===== src/design/hel_pkg.sv =====
// Package for the histogram equalization table block.
// Holds field widths, codes and the structs shared by the divider and the top level.
// No dependencies.
package hel_pkg;

    localparam int LEVEL_W     = 8;
    localparam int CHANNEL_W   = 2;
    localparam int COUNT_W     = 32;
    localparam int NUM_CH_W    = 3;
    localparam int CFG_INDEX_W = 1;
    localparam int CFG_DATA_W  = 32;
    localparam int QUOT_W      = 8;
    localparam int NUM_W       = 42;

    localparam logic OP_LOAD = 1'b0;
    localparam logic OP_MAP  = 1'b1;

    localparam logic [CFG_INDEX_W-1:0] CFG_NUM_CHANNELS = 1'b0;
    localparam logic [CFG_INDEX_W-1:0] CFG_TOTAL_PIXELS = 1'b1;

    localparam logic [NUM_CH_W-1:0] NUM_CH_RESET   = 3'd1;
    localparam logic [NUM_CH_W-1:0] NUM_CH_TWO     = 3'd2;
    localparam logic [NUM_CH_W-1:0] NUM_CH_FOUR    = 3'd4;
    localparam logic [COUNT_W-1:0]  TOTAL_RESET    = 32'd1;
    localparam logic [QUOT_W-1:0]   QUOT_MAX       = 8'hFF;

    typedef struct packed {
        logic               start;
        logic [COUNT_W-1:0] sum;
        logic [COUNT_W-1:0] total;
    } div_req_t;

    typedef struct packed {
        logic              done;
        logic [QUOT_W-1:0] quotient;
    } div_rsp_t;

endpackage


===== src/design/hel_divider.sv =====
// Iterative scaler: quotient of (sum * 510 + total) / (2 * total), saturated at 255.
// One quotient bit per cycle after a saturation check. Depends on hel_pkg.
module hel_divider (
    input  logic              clk,
    input  logic              rst_n,
    input  hel_pkg::div_req_t req,
    output hel_pkg::div_rsp_t rsp
);

    localparam int SW = $clog2(hel_pkg::QUOT_W);
    localparam logic [SW-1:0] STEP_LAST = SW'(hel_pkg::QUOT_W - 1);

    typedef enum logic [1:0] {IDLE, PREP, CHECK, ITER} state_t;

    state_t                          state_reg;
    logic [hel_pkg::COUNT_W-1:0]     sum_reg;
    logic [hel_pkg::COUNT_W-1:0]     total_reg;
    logic [hel_pkg::NUM_W-1:0]       num_reg;
    logic [hel_pkg::NUM_W-1:0]       dsh_reg;
    logic                            zero_reg;
    logic [SW-1:0]                   step_reg;
    logic [hel_pkg::QUOT_W-1:0]      quot_reg;
    logic                            done_reg;

    always_ff @(posedge clk or negedge rst_n)
    begin
        if (!rst_n)
        begin
            state_reg <= IDLE;
            done_reg  <= 1'b0;
        end
        else
        begin
            done_reg <= 1'b0;
            case (state_reg)
                IDLE:
                begin
                    if (req.start)
                    begin
                        sum_reg   <= req.sum;
                        total_reg <= req.total;
                        state_reg <= PREP;
                    end
                end
                PREP:
                begin
                    num_reg   <= hel_pkg::NUM_W'({sum_reg, 9'b0})
                               - hel_pkg::NUM_W'({sum_reg, 1'b0})
                               + hel_pkg::NUM_W'(total_reg);
                    dsh_reg   <= hel_pkg::NUM_W'({total_reg, 8'b0});
                    zero_reg  <= (total_reg == '0);
                    state_reg <= CHECK;
                end
                CHECK:
                begin
                    if (zero_reg || num_reg >= (dsh_reg << 1))
                    begin
                        quot_reg  <= hel_pkg::QUOT_MAX;
                        done_reg  <= 1'b1;
                        state_reg <= IDLE;
                    end
                    else
                    begin
                        quot_reg  <= '0;
                        step_reg  <= '0;
                        state_reg <= ITER;
                    end
                end
                ITER:
                begin
                    if (num_reg >= dsh_reg)
                    begin
                        num_reg  <= num_reg - dsh_reg;
                        quot_reg <= {quot_reg[hel_pkg::QUOT_W-2:0], 1'b1};
                    end
                    else
                    begin
                        quot_reg <= {quot_reg[hel_pkg::QUOT_W-2:0], 1'b0};
                    end
                    dsh_reg  <= dsh_reg >> 1;
                    step_reg <= step_reg + 1'b1;
                    if (step_reg == STEP_LAST)
                    begin
                        done_reg  <= 1'b1;
                        state_reg <= IDLE;
                    end
                end
                default:
                begin
                    state_reg <= IDLE;
                end
            endcase
        end
    end

    assign rsp.done     = done_reg;
    assign rsp.quotient = quot_reg;

endmodule


===== config.mk =====
export PLATFORM = sky130hd
export DESIGN_NAME = hel_divider
export DESIGN_NICKNAME = d
export VERILOG_FILES = /design/src/design/hel_pkg.sv /design/src/design/hel_divider.sv
export SDC_FILE = /design/constraint.sdc
export NUM_CORES = 1
export LEC_CHECK = 0
export BUFFER_PORTS_ARGS = -buffer_cell sky130_fd_sc_hd__clkbuf_2
export CORE_MARGIN = 5
export CORE_UTILIZATION = 50
export DETAILED_ROUTE_END_ITERATION = 8
export PLACE_DENSITY = 0.65
export SETUP_SLACK_MARGIN = 0.1
export SYNTH_ARGS = -nofsm -noshare
export SYNTH_HDL_FRONTEND = slang
export SYNTH_SLANG_ARGS = --single-unit

===== constraint.sdc =====
create_clock -name clk -period 9.5 [get_ports clk]
set_input_delay 2.85 -clock clk [delete_from_list [all_inputs] [get_ports clk]]
set_output_delay 2.85 -clock clk [all_outputs]
set_load 0.005 [all_outputs]

==> impl_metrics.toml <==
[run_status]
status = "finished clean"

[timing]
finalMaxSlewViolations = 0
clock_skew_ns = 0.0192
finalSetupTns_ns = 0
max_freq_mhz = 245
final-setup-viol-count = 0
min_period_ns = 4.08
tightest_slew_ns = 0.941
grt_setup_unrepaired = "false"
hold_viol_final = 0
relSlewSlack = 0.367
period_share = 0.429

[finish]
layout-drive-gt1-share = 0.0941
fillCellCount = 2265
fin_nets = 1623
finalNonFillerCells = 1744
layout_commonest_cell = "edfxtp_1"
final_cell_mix = "edfxtp_1, inv_1, nand2_1, ha_1, a21oi_1"
fin_area_um2 = 13900
area_delta_synth_final_pct = 10.1
diodes = 0
largest_reg_flops = 42

[setup_path]
crit_start = "rst_n"
startpoint_type = "input pin"
crit_fanout = 25
max_stage_delay_ns = 0.56
critical-path-slowest-cell = "inv_1"
worstRegToRegCells = 11
worstPathArrival_ns = 4.17
reg2reg_from = "sum_reg[13]"
rrSetupSlack_ns = 5.84
path_class = "input pin to flip-flop"
crit_path_end_kind = "flip-flop"
crit_chain = "clkbuf_2 > nand2_1 > inv_1 > buf_4"
worstReg2RegEnd = "num_reg[37]"
required_ns = 9.60

[grt]
grt_pass1_vias = 9813
grt_pass1_wl_mm = 52.7
track_usage = 0.231
grt_overflow = 0
antenna_found_initial = 0
grt_max_degree = 89

[clock_tree]
postCtsSetupRepairBufs = 0
cts.sinks = 161
root_buffer = "clkbuf_16"
cts_tree = "yes"
cts_hold_buf = 0
clk_pin_slew_ns = 0.06
htreeDepth = 4
post_cts_resized = 0
cts_buffers = 17
clk_latency_ns = 0.44
clockBufferDepth = 2

[logic_synthesis]
synth_fa_ha_area_frac = 0.168
synth_fp_nets = 1578
ys_seq_area_frac = 0.381
muxShareOfSynthArea = 0.0128
synth-main-ff-cell = "edfxtp_1"
syn_avg_cell_area_um2 = 9.33
synth_top_family_by_area = "compound AO/OA/AOI/OAI gates"
ys_warn_count = 0
synth_edf_count = 158
synth_area_um2 = 12600
synth_simple_gate_area_frac = 0.134
ys_async_sr_fraction = 0.0186
synth.distinct_cells = 75
ys_seq_elements = 161
synthCells = 1356
synth_xor_area_frac = 0.0464
synth_compound_area_frac = 0.193

[drt]
viasPerCell = 5.89
wirelength_mm = 32.8
routedWlPerCell_um = 18.8
drtAntennaViolNets = 0
vias = 10272
drcViolationCount = 0
drt_pass1_iterations = 6
drtIter0Drc = 938

[hold_path]
min_to = "dsh_reg[30]"
hold_class = "flip-flop to flip-flop"
hold_path_depth = 2
hold_path_startpoint = "dsh_reg[31]"

[floorplanning]
die_w_um = 169
floorplan.initialDensity = 0.505
die_h_um = 169
core_area_um2 = 25000
fp-row-count = 58
floorplan.io_pins = 76
dieArea_um2 = 28600

[placement]
io_buffers = 75
place_inst = 1712
routabilityCongestion = 0.971
place_area_um2 = 13300
hpwl_mm = 25.9

[power_and_ir_drop]
ir_worst_vdd_uv = 134
power.density_nw_per_um2 = 309
p_leak_uw = 0.00592
p_total_uw = 4310

[run]
maxCapViolCount = 0
==> stage by stage <==
stage / util / setup WS [ns] / hold WS [ns]
CTS: 0.556 / 5.32 / 0.567
finish: 0.556 / 5.42 / 0.565
detailed placement: 0.530 / 4.88 / 0.552
floorplan: - / 2.42 / 0.522
global route: 0.556 / 5.21 / 0.591
global placement: 0.530 / 4.96 / 0.543
==> per-layer routing <==
metal / track usage / vias to the layer above / part of all wire / routed length [µm]
li1: - / 5025 / - / -
met1: 0.352 / 4826 / 0.48 / 15600
met2: 0.356 / 379 / 0.44 / 14500
met3: 0.0255 / 42 / 0.062 / 2030
met4: 0.0546 / 0 / 0.018 / 598
met5: 0 / - / 0 / 0
==> power by group <==
part | leakage [µW] | switching (µW) | total [µW] | internal (µW)
sequential | 0.00150 | 109 | 1170 | 1060
clock | 0.000317 | 319 | 769 | 450
combinational | 0.00410 | 1500 | 2370 | 877
==> cell usage after synthesis (all sizes together) (6+ instances only) <==
cell type  number  area [µm²]
o21bai         11        82.6
a221oi          7        67.6
edfxtp        158        4740
o2111ai         7        67.6
o211ai         16         120
nor3           23         120
xor2           27         236
nor2b           8        50.1
xnor2          40         350
nand2         136         513
or3             6        37.5
nand2b         11        68.8
nor2           73         274
buf            16        78.8
and3           11        73.8
nor4           14        87.6
o21a           17         128
and2            6        37.5
nand4          28         175
ha            130        1630
fa             25         500
clkbuf         39         146
o21ai         104         521
nand3          32         165
o22ai           9        62.6
a211o           6        52.6
a31oi          12        75.1
a21oi         110         558
a21o           28         210
o31ai           9        72.6
inv           158         593
mux2i          15         150
a211oi         17         128
==> critical path, delay by kind of cell <==
| kind | cells | cell delay, ns |
|---|---|---|
| and+or+nand+nor | 1 | 0.15 |
| buffers and inverters | 3 | 1.15 |
==> cell type report <==
type	instances	area [µm²]	area share
Clock buffer	17	425	0.0306
Sequential cell	161	4820	0.346
Clock inverter	15	219	0.0157
Inverter	158	593	0.0426
Tap cell	330	413	0.0297
Timing Repair Buffer	81	420	0.0302
Multi-Input combinational cell	982	7030	0.505
==> cell families (layout without fill, tap and decap cells) <==
logic type,count (synthesis),count (layout)
compound gates,384,384
simple gates,360,360
buf+inv,213,271
flops,161,161
fa+ha+maj,155,155
xor+xnor,67,67
mux,16,16
==> worst max-delay path by stage <==
stage,end,slack (ns),cells past startpoint
after floorplan,sum_reg[0],2.42,1
after global placement,dsh_reg[36],4.96,4
after detailed placement,dsh_reg[36],4.88,4
after CTS,dsh_reg[31],5.32,4
after global routing,dsh_reg[31],5.21,4
final,dsh_reg[31],5.42,4
Power figures use the tool's default switching activity.
